### config.mk
export PLATFORM = sky130hd
export DESIGN_NAME = stream_find_replace_all_top
export DESIGN_NICKNAME = d
export VERILOG_FILES = /design/src/design/sfr_pkg.sv /design/src/design/sfr_cell.sv /design/src/design/sfr_burst.sv /design/src/design/stream_find_replace_all_top.sv
export VERILOG_INCLUDE_DIRS = /design/src /design/src/design
export SDC_FILE = /design/constraint.sdc
export NUM_CORES = 1
export LEC_CHECK = 0
export BUFFER_PORTS_ARGS = -buffer_cell sky130_fd_sc_hd__buf_4
export CORE_UTILIZATION = 35
export DETAILED_ROUTE_END_ITERATION = 12
export HOLD_SLACK_MARGIN = 0.12
export SLEW_MARGIN = 0
export SYNTH_ARGS = -nofsm -noshare
export SYNTH_HDL_FRONTEND = slang
export SYNTH_SLANG_ARGS = --single-unit
### constraint.sdc
create_clock -name clk_i -period 11.66 [get_ports clk_i]
set_input_delay 3.498 -clock clk_i [delete_from_list [all_inputs] [get_ports clk_i]]
set_output_delay 3.498 -clock clk_i [all_outputs]
set_load 0.05 [all_outputs]
### src/design/assert_macros.svh
// assertion helpers shared by the rtl
`ifndef ASSERT_MACROS_SVH
`define ASSERT_MACROS_SVH

// property holds at every clock edge outside reset
`define SFR_ASSERT(lbl, clk, rstn, prop, msg) \
  lbl: assert property (@(posedge clk) disable iff (!rstn) (prop)) else $error(msg);

// consequent holds in the cycle after the antecedent
`define SFR_ASSERT_NEXT(lbl, clk, rstn, ante, cons, msg) \
  lbl: assert property (@(posedge clk) disable iff (!rstn) (ante) |=> (cons)) else $error(msg);

`endif

### src/design/sfr_pkg.sv
package sfr_pkg;

  localparam int unsigned MaxPatternDef     = 8;
  localparam int unsigned MaxReplacementDef = 8;

  localparam int unsigned CharW    = 8;
  localparam int unsigned LenW     = 4;
  localparam int unsigned TallyW   = 16;
  localparam int unsigned CfgIdxW  = 3;
  localparam int unsigned CfgDataW = 64;

  localparam logic [TallyW-1:0] TallyMax = '1;

  typedef enum logic [CfgIdxW-1:0] {
    CFG_PATTERN_TEXT       = 3'd0,
    CFG_PATTERN_LENGTH     = 3'd1,
    CFG_REPLACEMENT_TEXT   = 3'd2,
    CFG_REPLACEMENT_LENGTH = 3'd3,
    CFG_MATCH_EXACT_CASE   = 3'd4
  } cfg_idx_e;

  typedef struct packed {
    logic [CharW-1:0] text_char;
    logic             text_end;
  } in_word_t;

  typedef struct packed {
    logic [CharW-1:0]  out_char;
    logic              char_present;
    logic              run_end;
    logic [TallyW-1:0] replacements_made;
  } out_word_t;

  // side info shared by every word of one burst
  typedef struct packed {
    logic              present;
    logic              last;
    logic [TallyW-1:0] tally;
  } burst_meta_t;

  // ascii upper case folds to lower case unless exact compare is on
  function automatic logic [CharW-1:0] fold_char(logic [CharW-1:0] ch, logic exact);
    logic [CharW-1:0] res;
    res = ch;
    if (!exact && (ch >= 8'h41) && (ch <= 8'h5A)) begin
      res = ch + 8'h20;
    end
    return res;
  endfunction

endpackage

### src/design/sfr_cell.sv
module sfr_cell
  import sfr_pkg::*;
(
  input  logic             clk_i,
  input  logic             en_i,
  input  logic             load_i,
  input  logic             shift_i,
  input  logic [CharW-1:0] char_i,
  input  logic [CharW-1:0] nbr_char_i,
  input  logic [CharW-1:0] pat_char_i,
  input  logic             exact_i,
  output logic [CharW-1:0] eff_char_o,
  output logic             match_o
);

  logic [CharW-1:0] char_q;
  logic [CharW-1:0] char_d;

  // the incoming character lands in the cell at the fill position
  assign eff_char_o = load_i ? char_i : char_q;
  assign match_o    = (fold_char(eff_char_o, exact_i) == fold_char(pat_char_i, exact_i));
  assign char_d     = shift_i ? nbr_char_i : eff_char_o;

  always_ff @(posedge clk_i) begin
    if (en_i) begin
      char_q <= char_d;
    end
  end

endmodule

### src/design/sfr_burst.sv
`include "assert_macros.svh"

module sfr_burst
  import sfr_pkg::*;
#(
  parameter int unsigned MAX_RESULTS = MaxPatternDef,
  localparam int unsigned CntW = $clog2(MAX_RESULTS + 1)
) (
  input  logic                               clk_i,
  input  logic                               rst_ni,
  input  logic                               load_i,
  input  logic [MAX_RESULTS-1:0][CharW-1:0]  chars_i,
  input  logic [CntW-1:0]                    cnt_i,
  input  burst_meta_t                        meta_i,
  output logic                               ready_o,
  output logic                               out_valid_o,
  input  logic                               out_stall_i,
  output out_word_t                          out_word_o
);

  logic [MAX_RESULTS-1:0][CharW-1:0] buf_q;
  logic [CntW-1:0]                   cnt_q;
  burst_meta_t                       meta_q;
  logic                              out_valid_q;
  out_word_t                         out_q;
  logic                              pop;

  // head word moves into the output register whenever that register is free
  assign pop     = (cnt_q != '0) && (!out_valid_q || !out_stall_i);
  assign ready_o = (cnt_q == '0) || ((cnt_q == CntW'(1)) && pop);

  always_ff @(posedge clk_i or negedge rst_ni) begin
    if (!rst_ni) begin
      cnt_q <= '0;
    end else if (load_i) begin
      cnt_q <= cnt_i;
    end else if (pop) begin
      cnt_q <= cnt_q - CntW'(1);
    end
  end

  always_ff @(posedge clk_i) begin
    if (load_i) begin
      buf_q  <= chars_i;
      meta_q <= meta_i;
    end else if (pop) begin
      for (int j = 0; j < MAX_RESULTS - 1; j++) begin
        buf_q[j] <= buf_q[j+1];
      end
    end
  end

  always_ff @(posedge clk_i or negedge rst_ni) begin
    if (!rst_ni) begin
      out_valid_q <= 1'b0;
    end else if (pop) begin
      out_valid_q <= 1'b1;
    end else if (!out_stall_i) begin
      out_valid_q <= 1'b0;
    end
  end

  always_ff @(posedge clk_i) begin
    if (pop) begin
      out_q.out_char          <= buf_q[0];
      out_q.char_present      <= meta_q.present;
      out_q.run_end           <= meta_q.last && (cnt_q == CntW'(1));
      out_q.replacements_made <= meta_q.tally;
    end
  end

  assign out_valid_o = out_valid_q;
  assign out_word_o  = out_q;

  `SFR_ASSERT(a_no_overwrite, clk_i, rst_ni, !load_i || ready_o, "burst loaded while words remain")
  `SFR_ASSERT(a_cnt_range, clk_i, rst_ni, cnt_q <= CntW'(MAX_RESULTS), "burst count out of range")

endmodule

### src/design/stream_find_replace_all_top.sv
// Streaming find-and-replace-all over 8-bit characters. Every leftmost,
// non-overlapping match of the pattern (1 to MAX_PATTERN characters, exact or
// ASCII case-folded) is replaced by the replacement (0 to MAX_REPLACEMENT
// characters). The match window is a row of character cells: the new character
// drops into the cell at the fill position, each cell compares its character
// with its pattern byte, and on a miss with a full window every cell takes its
// neighbor's value. An item is taken every cycle while each character yields at
// most one output word; one that yields more (a replacement or the text_end
// flush) holds the input until the burst queue, draining one word per cycle,
// pops its last word. An item whose words all wait behind a stalled output keeps
// the input stalled. text_end flushes the window, marks the last word with
// run_end (a bare word with char_present low if nothing else goes out) and
// clears the window and the match count, which saturates at 65535. Configuration
// must be written through the cfg port only while the block is idle; the block
// does not enforce it. cfg_ready_o is always high, unused indexes are ignored.
`include "assert_macros.svh"

module stream_find_replace_all_top
  import sfr_pkg::*;
#(
  parameter int unsigned MAX_PATTERN     = MaxPatternDef,
  parameter int unsigned MAX_REPLACEMENT = MaxReplacementDef
) (
  input  logic                clk_i,
  input  logic                rst_ni,
  input  logic                in_valid_i,
  output logic                in_stall_o,
  input  in_word_t            in_word_i,
  output logic                out_valid_o,
  input  logic                out_stall_i,
  output out_word_t           out_word_o,
  input  logic                cfg_valid_i,
  output logic                cfg_ready_o,
  input  logic [CfgIdxW-1:0]  cfg_index_i,
  input  logic [CfgDataW-1:0] cfg_data_i
);

  localparam int unsigned MaxResults = (MAX_PATTERN > MAX_REPLACEMENT) ? MAX_PATTERN
                                                                      : MAX_REPLACEMENT;
  localparam int unsigned RepBytes   = (MAX_REPLACEMENT > 0) ? MAX_REPLACEMENT : 1;
  localparam int unsigned FillW      = $clog2(MAX_PATTERN + 1);
  localparam int unsigned CntW       = $clog2(MaxResults + 1);

  // configuration registers
  logic [MAX_PATTERN*CharW-1:0] pattern_text_q;
  logic [LenW-1:0]              pattern_length_q;
  logic [RepBytes*CharW-1:0]    replacement_text_q;
  logic [LenW-1:0]              replacement_length_q;
  logic                         match_exact_case_q;

  // window control and match count
  logic [FillW-1:0]  fill_q, fill_d;
  logic [TallyW-1:0] tally_q, tally_d;

  logic [FillW-1:0] plen;
  logic [CntW-1:0]  rlen;
  logic [FillW-1:0] fill_inc;
  logic             accept;
  logic             full;
  logic             hit;
  logic             shift;
  logic             burst_ready;
  logic             burst_load;
  logic [CntW-1:0]  burst_cnt;
  burst_meta_t      burst_meta;
  logic [TallyW-1:0] tally_step;

  logic [MAX_PATTERN-1:0][CharW-1:0] eff_char;
  logic [MAX_PATTERN-1:0]            cell_match;
  logic [MaxResults-1:0][CharW-1:0]  rep_chars;
  logic [MaxResults-1:0][CharW-1:0]  win_chars;
  logic [MaxResults-1:0][CharW-1:0]  burst_chars;

  // ---------------------------------------------------------------------------
  // configuration port, never busy
  // ---------------------------------------------------------------------------
  assign cfg_ready_o = 1'b1;

  always_ff @(posedge clk_i or negedge rst_ni) begin
    if (!rst_ni) begin
      pattern_text_q       <= '0;
      pattern_length_q     <= LenW'(1);
      replacement_text_q   <= '0;
      replacement_length_q <= '0;
      match_exact_case_q   <= 1'b0;
    end else if (cfg_valid_i) begin
      case (cfg_idx_e'(cfg_index_i))
        CFG_PATTERN_TEXT:       pattern_text_q       <= cfg_data_i[MAX_PATTERN*CharW-1:0];
        CFG_PATTERN_LENGTH:     pattern_length_q     <= cfg_data_i[LenW-1:0];
        CFG_REPLACEMENT_TEXT:   replacement_text_q   <= cfg_data_i[RepBytes*CharW-1:0];
        CFG_REPLACEMENT_LENGTH: replacement_length_q <= cfg_data_i[LenW-1:0];
        CFG_MATCH_EXACT_CASE:   match_exact_case_q   <= cfg_data_i[0];
        default: begin
        end
      endcase
    end
  end

  // lengths clamped into the supported range, zero pattern length acts as one
  always_comb begin
    if (pattern_length_q == '0) begin
      plen = FillW'(1);
    end else if (pattern_length_q > LenW'(MAX_PATTERN)) begin
      plen = FillW'(MAX_PATTERN);
    end else begin
      plen = FillW'(pattern_length_q);
    end
    if (replacement_length_q > LenW'(MAX_REPLACEMENT)) begin
      rlen = CntW'(MAX_REPLACEMENT);
    end else begin
      rlen = CntW'(replacement_length_q);
    end
  end

  // ---------------------------------------------------------------------------
  // input handshake: take a word once the burst queue is free for its results
  // ---------------------------------------------------------------------------
  assign in_stall_o = !burst_ready;
  assign accept     = in_valid_i && burst_ready;

  // ---------------------------------------------------------------------------
  // row of window cells
  // ---------------------------------------------------------------------------
  assign fill_inc = fill_q + FillW'(1);
  assign full     = (fill_inc >= plen);

  for (genvar i = 0; i < MAX_PATTERN; i++) begin : g_cell
    logic [CharW-1:0] nbr_char;
    if (i == MAX_PATTERN - 1) begin : g_tail
      // nothing beyond the last cell, it only matters past the fill
      assign nbr_char = eff_char[i];
    end else begin : g_body
      assign nbr_char = eff_char[i+1];
    end

    sfr_cell u_cell (
      .clk_i      (clk_i),
      .en_i       (accept),
      .load_i     (fill_q == FillW'(i)),
      .shift_i    (shift),
      .char_i     (in_word_i.text_char),
      .nbr_char_i (nbr_char),
      .pat_char_i (pattern_text_q[i*CharW +: CharW]),
      .exact_i    (match_exact_case_q),
      .eff_char_o (eff_char[i]),
      .match_o    (cell_match[i])
    );
  end

  // match over the oldest plen cells
  always_comb begin
    hit = full;
    for (int i = 0; i < MAX_PATTERN; i++) begin
      if (FillW'(i) < plen) begin
        hit = hit & cell_match[i];
      end
    end
  end

  // on a miss with a full window the oldest character leaves and the rest move up
  assign shift = full && !hit && !in_word_i.text_end;

  always_comb begin
    if (hit || in_word_i.text_end) begin
      fill_d = '0;
    end else if (shift) begin
      fill_d = fill_q;
    end else begin
      fill_d = fill_inc;
    end
  end

  // ---------------------------------------------------------------------------
  // match count
  // ---------------------------------------------------------------------------
  assign tally_step = (hit && (tally_q != TallyMax)) ? tally_q + TallyW'(1) : tally_q;
  assign tally_d    = in_word_i.text_end ? '0 : tally_step;

  always_ff @(posedge clk_i or negedge rst_ni) begin
    if (!rst_ni) begin
      fill_q  <= '0;
      tally_q <= '0;
    end else if (accept) begin
      fill_q  <= fill_d;
      tally_q <= tally_d;
    end
  end

  // ---------------------------------------------------------------------------
  // words caused by this character
  // ---------------------------------------------------------------------------
  for (genvar j = 0; j < MaxResults; j++) begin : g_slot
    if (j < MAX_REPLACEMENT) begin : g_rep
      assign rep_chars[j] = replacement_text_q[j*CharW +: CharW];
    end else begin : g_rep_pad
      assign rep_chars[j] = '0;
    end
    if (j < MAX_PATTERN) begin : g_win
      assign win_chars[j] = eff_char[j];
    end else begin : g_win_pad
      assign win_chars[j] = '0;
    end
  end

  always_comb begin
    burst_chars        = win_chars;
    burst_cnt          = '0;
    burst_meta.present = 1'b1;
    burst_meta.last    = in_word_i.text_end;
    burst_meta.tally   = tally_step;
    if (hit) begin
      // replacement, window gone so nothing to flush
      burst_chars = rep_chars;
      burst_cnt   = rlen;
    end else if (in_word_i.text_end) begin
      // flush the whole window, oldest first
      burst_cnt = CntW'(fill_inc);
    end else if (full) begin
      burst_cnt = CntW'(1);
    end
    // end of text with nothing to send: bare end marker
    if (in_word_i.text_end && (burst_cnt == '0)) begin
      burst_chars        = '0;
      burst_cnt          = CntW'(1);
      burst_meta.present = 1'b0;
    end
  end

  assign burst_load = accept && (burst_cnt != '0);

  sfr_burst #(
    .MAX_RESULTS (MaxResults)
  ) u_burst (
    .clk_i       (clk_i),
    .rst_ni      (rst_ni),
    .load_i      (burst_load),
    .chars_i     (burst_chars),
    .cnt_i       (burst_cnt),
    .meta_i      (burst_meta),
    .ready_o     (burst_ready),
    .out_valid_o (out_valid_o),
    .out_stall_i (out_stall_i),
    .out_word_o  (out_word_o)
  );

  `SFR_ASSERT(a_fill_bound, clk_i, rst_ni, fill_q < FillW'(MAX_PATTERN), "window fill too large")
  `SFR_ASSERT_NEXT(a_end_clears, clk_i, rst_ni, accept && in_word_i.text_end, (fill_q == '0) && (tally_q == '0), "state not cleared after end")

endmodule

# == Word level (Yosys, flattened, before mapping) ==
# Index checks and enable logic that the tools add are counted.
# classes
add_sub_neg,19
magnitude_cmp,43
eq_ne,23
muxes,59
bitwise_logic,8
reduce_logical,64
# op_table
op,n
two-way mux 8 bit,31
two-way mux 56 bit,3
"adder 8 x 6 -> 8 bit, second input constant",16
"greater-or-equal comparator 8 x 7 -> 1 bit, second input constant",16
"<= comparator 8 x 7 -> 1 bit, second input constant",16
== test 8 bit,8
two-way mux 64 bit,1
logical AND 1 bit,41
two-way mux 4 bit,10
two-way mux 16 bit,2
"adder 16 x 1 -> 16 bit, second input constant",1
"== test 4 x 3 -> 1 bit, second input constant",4
logical NOT 4 bit,4
"less-than comparator 3 x 4 -> 1 bit, first input constant",4
"!= test 16 bit, second input constant",1
two-way mux 1 bit,12
AND reduction 2 bit,6
bitwise AND 1 bit,8
"== test 4 x 1 -> 1 bit, second input constant",2
"== test 4 x 2 -> 1 bit, second input constant",2
"greater-than comparator 4 bit, second input constant",2
"less-than comparator 1 x 4 -> 1 bit, first input constant",2
"less-than comparator 2 x 4 -> 1 bit, first input constant",2
nonzero test 4 bit,2
other kinds (12),20
# totals
register_bits,334
inputBits,81
output_inout_bits,29

# == Depth between registers and ports, before layout ==
# Gate-level depths: netlist of the first run.
# depth
depth_word,30
ltp_mapped,19
depth_no_buf,15

# == Cells and area by module ==
# Synthesis of the first run repeated with hierarchy kept, for this count alone.
# hier_totals
hier_cells,1555
area_unflattened_um2,18672.9
# modules_own_cells
module,n_inst,cells_per_inst,area_per_inst_um2
stream_find_replace_all_top,1,769,8385.5
sfr_cell,8,72,757.0
sfr_burst,1,210,4231.6

# == Least setup slack after synthesis of the first run ==
# Ideal clock, no wire load.
# synth_timing
path_type,in2reg
start,input port in_word_i[6] in the netlist's numbering
end,"register u_burst.buf_q[0] in the netlist's numbering, enable pin"
setup_ps,637
t_arrival_ps,7374
t_required_ps,11023
path_slack_ps,3649
cell_stages,13
path_cell_list,clkbuf_1 mux2i_1 inv_1 ha_1 o41ai_1 nor3_1 nand4b_1 a2111oi_0 a211oi_1 nand4b_4 o311ai_4 buf_6 nand2_1
# synth_between
elab_chain_cells,29
# synth_rtl
item,line,text
from (decl),stream_find_replace_all_top.sv:28,"input in_word_t in_word_i,"
two-way mux 8 bit,sfr_cell.sv:20,assign eff_char_o = load_i ? char_i : char_q;
greater-or-equal comparator 8 x 7 -> 1 bit,sfr_pkg.sv:45,if (!exact && (ch >= 8'h41) && (ch <= 8'h5A)) begin
logical AND 1 bit (2 in a row),sfr_pkg.sv:45,
two-way mux 8 bit,sfr_pkg.sv:45,
== test 8 bit,sfr_cell.sv:21,"assign match_o = (fold_char(eff_char_o, exact_i) == fold_char(pat_char_i, exact_i));"
bitwise AND 1 bit,stream_find_replace_all_top.sv:155,hit = hit & cell_match[i];
two-way mux 1 bit,stream_find_replace_all_top.sv:154,if (FillW'(i) < plen) begin
bitwise AND 1 bit,stream_find_replace_all_top.sv:155,
[12 not listed],--,
two-way mux 1 bit *,stream_find_replace_all_top.sv:154,
two-way mux 4 bit *,stream_find_replace_all_top.sv:211,if (hit) begin
logical NOT 4 bit,stream_find_replace_all_top.sv:222,if (in_word_i.text_end && (burst_cnt == '0)) begin
logical AND 1 bit,stream_find_replace_all_top.sv:222,
two-way mux 4 bit *,stream_find_replace_all_top.sv:222,
nonzero test 4 bit *,stream_find_replace_all_top.sv:229,assign burst_load = accept && (burst_cnt != '0);
logical AND 1 bit *,stream_find_replace_all_top.sv:229,
nonzero test 2 bit (no line) *,--,
to (signal assigned),sfr_burst.sv:44,buf_q <= chars_i;
"to (signal, indexed assignment)",sfr_burst.sv:48,buf_q[j] <= buf_q[j+1];
to (decl),sfr_burst.sv:21,logic [MAX_RESULTS-1:0][CharW-1:0] buf_q;
# Mark *: on every way between the ends. The rest lies on a longest branch, timed or not.
# A chain may end at the register's enable or synchronous reset.

# == Final worst setup path of the first run ==
# layout_timing
start,input port in_word_i[1] in the netlist's numbering
end,"register u_burst.buf_q[48] in the netlist's numbering, enable pin"
# Same word-level chain as after synthesis.

==> summary.txt, run 1 <==
STA
  – Period utilization: 67.8%
  – Least-Margin Pin Slew: 1.18 ns
  – Final min period: just under 8 ns
  – Final slew viol count: 0
  – Fin. Hold Viols: 0
  – RSZ-0062 raised after global routing: no
  – Hold slack: 0.414 ns
  – Final Setup Violations: 0
  – Max-slew headroom: between 20% and 30%
  – Fmax: 126 MHz
  – Setup TNS: 0 ns
  – Worst clock skew: 0.0197 ns

Placed design
  – Hpwl dp: 33.8 mm
  – GPL Wtd Cong: 0.865
  – Buffers on Ports: 108

Clock tree
  – H-tree depth: 2
  – Clock sink count: 334
  – Number of cells upsized or downsized after cts: 0
  – Skew-Pair Late Insertion Delay: roughly 0.56 ns
  – CTS Buffer Depth: 3
  – Hold-fix buffers at CTS: 0
  – CTS tree: built
  – Root Driver: clkbuf_16
  – Num CTS Buffers: 38
  – Post-CTS setup repair buffer count: 0
  – Clk slew on worst S/H paths: 0.06 ns

Logic synthesis
  – Count leader, synth: mux2i_1
  – Top post-synthesis cells by area: edfxtp_1 28%, dfrtp_1 22%, mux2i_1 9.5%
  – Synth top area share: 28.2%
  – Post-synth ARST share: between 40% and 50%
  – Synth top cells by count: 173 x mux2i_1, 172 x edfxtp_1, 161 x dfrtp_1
  – Synthesized cell area: 18,300 sq um
  – Sequential share of the synthesized area: 50.3%
  – EDFF count, synth: 172
  – YS warnings: 0
  – Distinct cells, synth: 93
  – Synth Instances: roughly 1,500
  – Syn_nets: 1,597
  – Post-Syn Area per Cell: 12.3 sq um
  – Yosys reg bits: 334
  – Most common flop cell mapped by yosys: edfxtp_1
  – Leading area contributor after synthesis: edfxtp_1

Setup path
  – Crit. End Element: flop
  – Worst Setup Start Kind: input port
  – Critical-path cell list: buf_4 -> or4_4 -> o22ai_4 -> nor3b_1 -> o21a_1 -> or3b_1 -> a2111oi_2 -> a211oi_1 -> nand4b_4 -> o311ai_4 -> buf_4 -> nand2_2 -> buf_4
  – Crit path largest cell delay: a little over 0.7 ns
  – Required time worst endpoint: roughly 12 ns
  – Most Frequent Cell on Critical Path: buf_4
  – Slowest CP cell: nand4b_4
  – Worst setup path class: in2reg
  – Critical path arrival: 8.07 ns
  – Crit. Startpoint: in_word_i[1]
  – FF-to-FF Start: fill_q[0]
  – Crit path max fanout: 56

Global routing
  – First-pass GRT wire length: 74.6 mm
  – Largest net degree at the start of global routing: 89
  – Grt ovf: 0
  – Vias in the first global route: roughly 12,000
  – Initial antenna violation count: 1
  – Tot GR Track Use: 18.1%

Min path
  – HP Class: reg2reg
  – HP Start: u_burst.meta_q[3]

Status
  – Status: finished clean

Floorplanning
  – CORE AREA: 51,500 sq um
  – Ports: 110
  – Initial core utilization: 35.6%
  – Site Rows: 83
  – Die width: 231 um
  – DIE AREA: 53,300 sq um
  – Die Y-Extent: 231 um

Finish
  – Antenna diodes: 0
  – Area growth syn-to-layout: 14.4%
  – Share of cells above drive strength 1: 23.9%
  – Fin nets: between 1,500 and 2,000

Power and ir drop
  – Worst ir drop on vdd: around 0.096 mV
  – Pleak: 0.00866 uW
  – PwrDens: between 200 and 250 nW/um^2

Detailed routing
  – DR vias: about 12,000
  – Remaining antenna violation count: 0
  – Iter 0 DRT Violations: 889
  – Routed vias/inst: 5.38
  – DR WL/cell: 21.0 um
  – Drt pass-1 iters: 5
  – WL final: 48.1 mm
  – # DRC: 0

Job
  – Max-cap viol count: 0
## sequential cells by signal, summed over array words and instances (netlist names)
| register | count |
|---|---|
| match_exact_case_q | 1 |
| tally_q | 16 |
| u_burst.out_word_o | 26 |
| fill_q | 4 |
| u_burst.meta_q | 18 |
| u_burst.out_valid_o | 1 |
| rep_chars | 64 |
| g_cell.u_cell.char_q | 64 |
| pattern_length_q | 4 |
| replacement_length_q | 4 |
| u_burst.cnt_q | 4 |
| pattern_text_q | 64 |
| u_burst.buf_q | 64 |
## per-stage QoR
stage | instance area [sq um] | util (%) | total power, uW | cells | setup WS (ns)
6_report | 21000 | 40.7 | 4740 | 2285 | 3.75
2_1_floorplan | 18300 | - | 3100 | 1488 | 3.65
4_1_cts | 21000 | 40.7 | 4780 | 2285 | 3.79
5_1_grt | 21000 | 40.7 | 4990 | 2285 | 3.45
3_5_place_dp | 19700 | 38.3 | 3580 | 2217 | 3.23
3_3_place_gp | 19700 | 38.3 | 3540 | 2217 | 3.27
## cells by family (layout without fill, tap and decap cells)
group	Yosys count	in the layout	share of synthesized area [%]
xor gates and xnor gates	98	98	5.10
DFF	334	334	50.3
buffers and inverters	165	282	4.10
AOI/OAI and AO/OA	228	228	10.4
and+or+nand+nor	307	307	9.15
other	1	1	0.0205
adders and majority gates	28	28	1.91
muxes	327	327	19.0
## critical path: cells and delay by family
kind                   cells  cell delay (ns)
buffers and inverters      3             0.83
and+or+nand+nor            5             1.93
AOI/OAI and AO/OA          5             1.66
## final timing paths
kind	end	slack, ns	cells after the start
hold reg to reg	u_burst.out_word_o[3]	0.41	0
setup reg to reg	u_burst.buf_q[48]	5.49	16
min in group asynchronous	rep_chars[26]	2.99	1
setup / recovery	u_burst.buf_q[48]	3.75	13
max in group asynchronous	rep_chars[60]	7.20	2
hold / removal	u_burst.out_word_o[3]	0.41	0
## power breakdown
part	total, uW	internal [uW]	switching, uW	leakage (uW)
Clock	1180	699	486	0.000598
Sequential	1950	1690	260	0.00357
Combinational	1610	687	919	0.00449
## layer usage
metal  GRT usage, %  share of wire [%]  vias up
li1               -                  -     5771
met1           24.3                 46     6180
met2           29.9                 47      279
met3           3.36                5.1       54
met4           4.72                1.6        2
met5              0              0.027        -
## cells in the final DEF, fill, tap and decap left out, drive strengths merged, types with 28 or more instances in the layout
cell type	count
mux2	153
buf	128
xnor2	72
nor2	47
edfxtp	172
nand2	63
dfrtp	161
nor3	52
o2bb2ai	58
inv	88
mux2i	174
a21oi	33
ha	28
clkbuf	55
## cell type report
cell class              count  area [sq um]
inverters                  86           323
repair buffers            128           965
multi-input cells         989          8380
well taps                 680           851
clock buffers              55          1100
flip-flops and latches    334          9220
fillers                  4946         30500
clock inverters            13           126
No activity file was read; power rests on OpenSTA's default activity.
==> run 2, diff against run 1 <==
--- a/config.mk
+++ b/config.mk
@@ -6,6 +6,7 @@
 export SDC_FILE = /design/constraint.sdc
 export NUM_CORES = 1
 export LEC_CHECK = 0
+export ABC_AREA = 1
 export BUFFER_PORTS_ARGS = -buffer_cell sky130_fd_sc_hd__buf_4
 export CORE_UTILIZATION = 35
 export DETAILED_ROUTE_END_ITERATION = 12
==> constraint.sdc (replaced) <==
create_clock -name clk_i -period 7 [get_ports clk_i]
set_input_delay 2.1 -clock clk_i [delete_from_list [all_inputs] [get_ports clk_i]]
set_output_delay 2.1 -clock clk_i [all_outputs]
set_load 0.05 [all_outputs]
==> run 2 against run 1 <==
- wire length up 6.3%
- worst setup slack worse by 2.4 ns
- global-route usage up 1.3 points
- worst hold slack better by 0.0046 ns
- area after synthesis down 0.59%
- largest power group is now combinational logic
- highest routed layer is now met4
- first-iteration DRC count up 49%
- sequential share of layout area about the same
- register-to-register slack worse by 3.7 ns
- non-clock buffer count down 2
- design area about the same
- clock power up 78%
- sequential power up 67%
==> summary.txt, run 2 <==
Finish
  – Area growth syn-to-layout: 15.1%
  – Commonest cells after routing, fill and taps aside: 784 x nand2_1, 290 x inv_1, 257 x o21ai_0
  – Fill cells: 5,232 (+5.8%)
  – Share of cells above drive strength 1: 10.2% (-14 points)
  – Most common cell after layout, fill and taps aside: nand2_1
  – Fin nets: 2,477 (+47%)

Logic synthesis
  – Sequential share of the synthesized area: 50.6% (+0.30 points)
  – EDFF count, synth: 172 (unchanged)
  – Distinct cells, synth: 42 (-55%)
  – Synth top area share: 28.4% (+0.17 points)
  – Yosys reg bits: 334 (unchanged)
  – Synth Instances: 2,288 (+54%)
  – Leading area contributor after synthesis: edfxtp_1
  – Top post-synthesis cells by area: edfxtp_1 28%, dfrtp_1 22%, nand2_1 16%
  – YS warnings: 0 (unchanged)
  – Post-Syn Area per Cell: 7.96 sq um (-35%)
  – Synthesized cell area: 18,200 sq um (-0.59%)
  – Syn_nets: 2,397 (+50%)
  – Synth top cells by count: 787 x nand2_1, 291 x inv_1, 257 x o21ai_0
  – Most common flop cell mapped by yosys: edfxtp_1
  – Post-synth ARST share: 48.5% (unchanged)
  – Count leader, synth: nand2_1

Floorplanning
  – Die width: 230 um (-0.29%)
  – DIE AREA: 52,900 sq um (-0.59%)
  – Site Rows: 83 (unchanged)
  – Die Y-Extent: 230 um (-0.29%)
  – Ports: 110 (unchanged)
  – CORE AREA: 51,400 sq um (-0.20%)
  – Initial core utilization: 35.4% (-0.14 points)

STA
  – Least-Margin Pin Slew: 1.15 ns (-0.0343 ns)
  – Fmax: 176 MHz
  – Setup TNS: 0 ns (unchanged)
  – Fin. Hold Viols: 0 (unchanged)
  – Hold slack: 0.419 ns (+0.00459 ns)
  – Final slew viol count: 0 (unchanged)
  – Worst clock skew: 0.0134 ns (-0.00622 ns)
  – Final min period: roughly 5.7 ns
  – Max-slew headroom: 23.3% (+2.3 points)
  – RSZ-0062 raised after global routing: no
  – Final Setup Violations: 0 (unchanged)
  – Period utilization: about four fifths

Clock tree
  – H-tree depth: 2 (unchanged)
  – CTS tree: built
  – Skew-Pair Late Insertion Delay: 0.57 ns (about the same)
  – Clk slew on worst S/H paths: 0.06 ns (about the same)
  – Clock sink count: 334 (unchanged)
  – CTS Buffer Depth: 3 (unchanged)
  – Hold-fix buffers at CTS: 0 (unchanged)
  – Number of cells upsized or downsized after cts: 0 (unchanged)
  – Post-CTS setup repair buffer count: 0 (unchanged)
  – Num CTS Buffers: 39 (+2.6%)
  – Root Driver: clkbuf_16

Detailed routing
  – DR vias: 15,318 (+25%)
  – DR WL/cell: 16.6 um (-21%)
  – Iter 0 DRT Violations: 1,322 (+49%)
  – Drt pass-1 iters: 6 (+1)
  – Routed vias/inst: 4.97 (-7.5%)
  – Remaining antenna violation count: 0 (unchanged)
  – # DRC: 0 (unchanged)
  – WL final: 51.1 mm (+6.3%)

Global routing
  – First-pass GRT wire length: 81.8 mm (+9.6%)
  – Largest net degree at the start of global routing: 90 (+1.1%)
  – Grt ovf: 0 (unchanged)
  – Vias in the first global route: 14,815 (+20%)
  – Initial antenna violation count: 2 (+1)
  – Tot GR Track Use: 19.4% (+1.3 points)

Power and ir drop
  – Overall power: 9080 uW (+92%)
  – Worst ir drop on vdd: 0.309 mV (+220%)
  – PwrDens: 433 nW/um^2 (+92%)
  – Pleak: 0.0102 uW (+17%)

Setup path
  – Crit. End Element: flop
  – Worst reg-to-reg path cell count: 22 (+6)
  – Worst setup path class: in2reg
  – Worst Setup Start Kind: input port
  – Worst reg2reg setup slack: 1.80 ns (-3.69 ns)
  – Slowest CP cell: inv_1
  – Crit path max fanout: 27 (-52%)
  – Most Frequent Cell on Critical Path: nand2_1
  – Critical-path cell list: buf_4 -> inv_1 -> nand3_1 -> nand2_1 -> nand2_1 -> nand3_1 -> nand2_1 -> nor2_2 -> nand2_1 -> nand2_1 -> nand2_1 -> nor2_1 -> nand2_1 -> a21oi_1 -> nand3_2 -> nand2_4 -> nand2_4 -> nand2_1 -> nand2_1 -> clkinv_1 -> nor2_2 -> nand3_2 -> nand2_4 -> inv_1
  – Reg2Reg Capture Point: u_burst.meta_q[5]
  – Required time worst endpoint: 7.18 ns (-4.64 ns)
  – Crit path largest cell delay: 0.86 ns (+0.14 ns)
  – Worst Setup EP: u_burst.meta_q[5]
  – Crit. Startpoint: in_word_i[3]
  – FF-to-FF Start: fill_q[0]
  – Critical path arrival: 5.85 ns (-2.22 ns)

Status
  – Status: finished clean

Placed design
  – GPL Wtd Cong: 0.902 (+4.3%)
  – Buffers on Ports: 108 (unchanged)
  – Hpwl dp: 36.2 mm (+7.1%)

Job
  – Max-cap viol count: 0 (unchanged)

Min path
  – HP Class: reg2reg
## run 2: changes by cell type in the layout (fill, tap and decap cells not counted), moves of 64 or more
cell     delta
o21ai_0   +232
xnor2_1    -64
nand2_1   +722
nand3_1    +94
nor2_1     +88
inv_1     +206
mux2i_1   -171
mux2_2    -150
## run 2: kinds of logic after synthesis
logic type	after synthesis	synth area share, %
xor gates and xnor gates	38	1.83
DFF	334	50.6
AOI/OAI and AO/OA	367	11.1
adders and majority gates	28	1.92
other	1	0.0206
buffers and inverters	385	8.45
muxes	2	0.110
and+or+nand+nor	1133	25.9
## run 2: power breakdown
group	switching, uW	total (uW)	internal (uW)
combinational	2630	3730	1090
sequential	336	3250	2920
clock	836	2100	1260
total	3810	9080	5270
## run 2: per-stage QoR
step,setup slack (ns),instance area (sq um),cells,util [%]
after floorplan,0.994,18200,2288,-
after global placement,0.892,19600,3007,38.2
after detailed placement,0.780,19600,3007,38.2
after CTS,1.33,21000,3079,40.8
after global routing,1.01,21000,3081,40.8
final,1.33,21000,3081,40.8
## run 2: final cells by class
type | instances | area (sq um) | area share, %
Inverter | 298 | 1120 | 5.36
Antenna cell | 2 | 5.00 | 0.0239
Sequential cell | 334 | 9220 | 44.0
Clock inverter | 19 | 211 | 1.01
Timing Repair Buffer | 126 | 975 | 4.65
Clock buffer | 53 | 1110 | 5.29
Multi-Input combinational cell | 1569 | 7470 | 35.6
Tap cell | 680 | 851 | 4.06
## run 2: critical path: cells and delay by family
| kind | cells | cell delay [ns] |
|---|---|---|
| and+or+nand+nor | 19 | 2.07 |
| AOI/OAI and AO/OA | 1 | 0.26 |
| buffers and inverters | 4 | 1.36 |
## run 2: worst min path at each step
stage,end,slack (ns),depth (start not counted),startpoint
floorplan,u_burst.out_word_o[0],0.40,0,u_burst.meta_q[0]
global placement,u_burst.out_word_o[21],0.41,0,u_burst.buf_q[3]
detailed placement,u_burst.out_word_o[20],0.41,0,u_burst.buf_q[2]
CTS,u_burst.out_word_o[20],0.42,0,u_burst.buf_q[2]
global route,u_burst.out_word_o[25],0.42,0,u_burst.buf_q[7]
finish,u_burst.out_word_o[21],0.42,0,u_burst.buf_q[3]
## run 2: routing by layer
metal | global-route usage [%] | vias up | share of wire [%]
met1 | 26.4 | 7236 | 46
met4 | 6.48 | 0 | 3.1
met5 | 0 | - | 0
met2 | 31.3 | 396 | 46
met3 | 2.99 | 103 | 4.9
li1 | - | 7583 | -
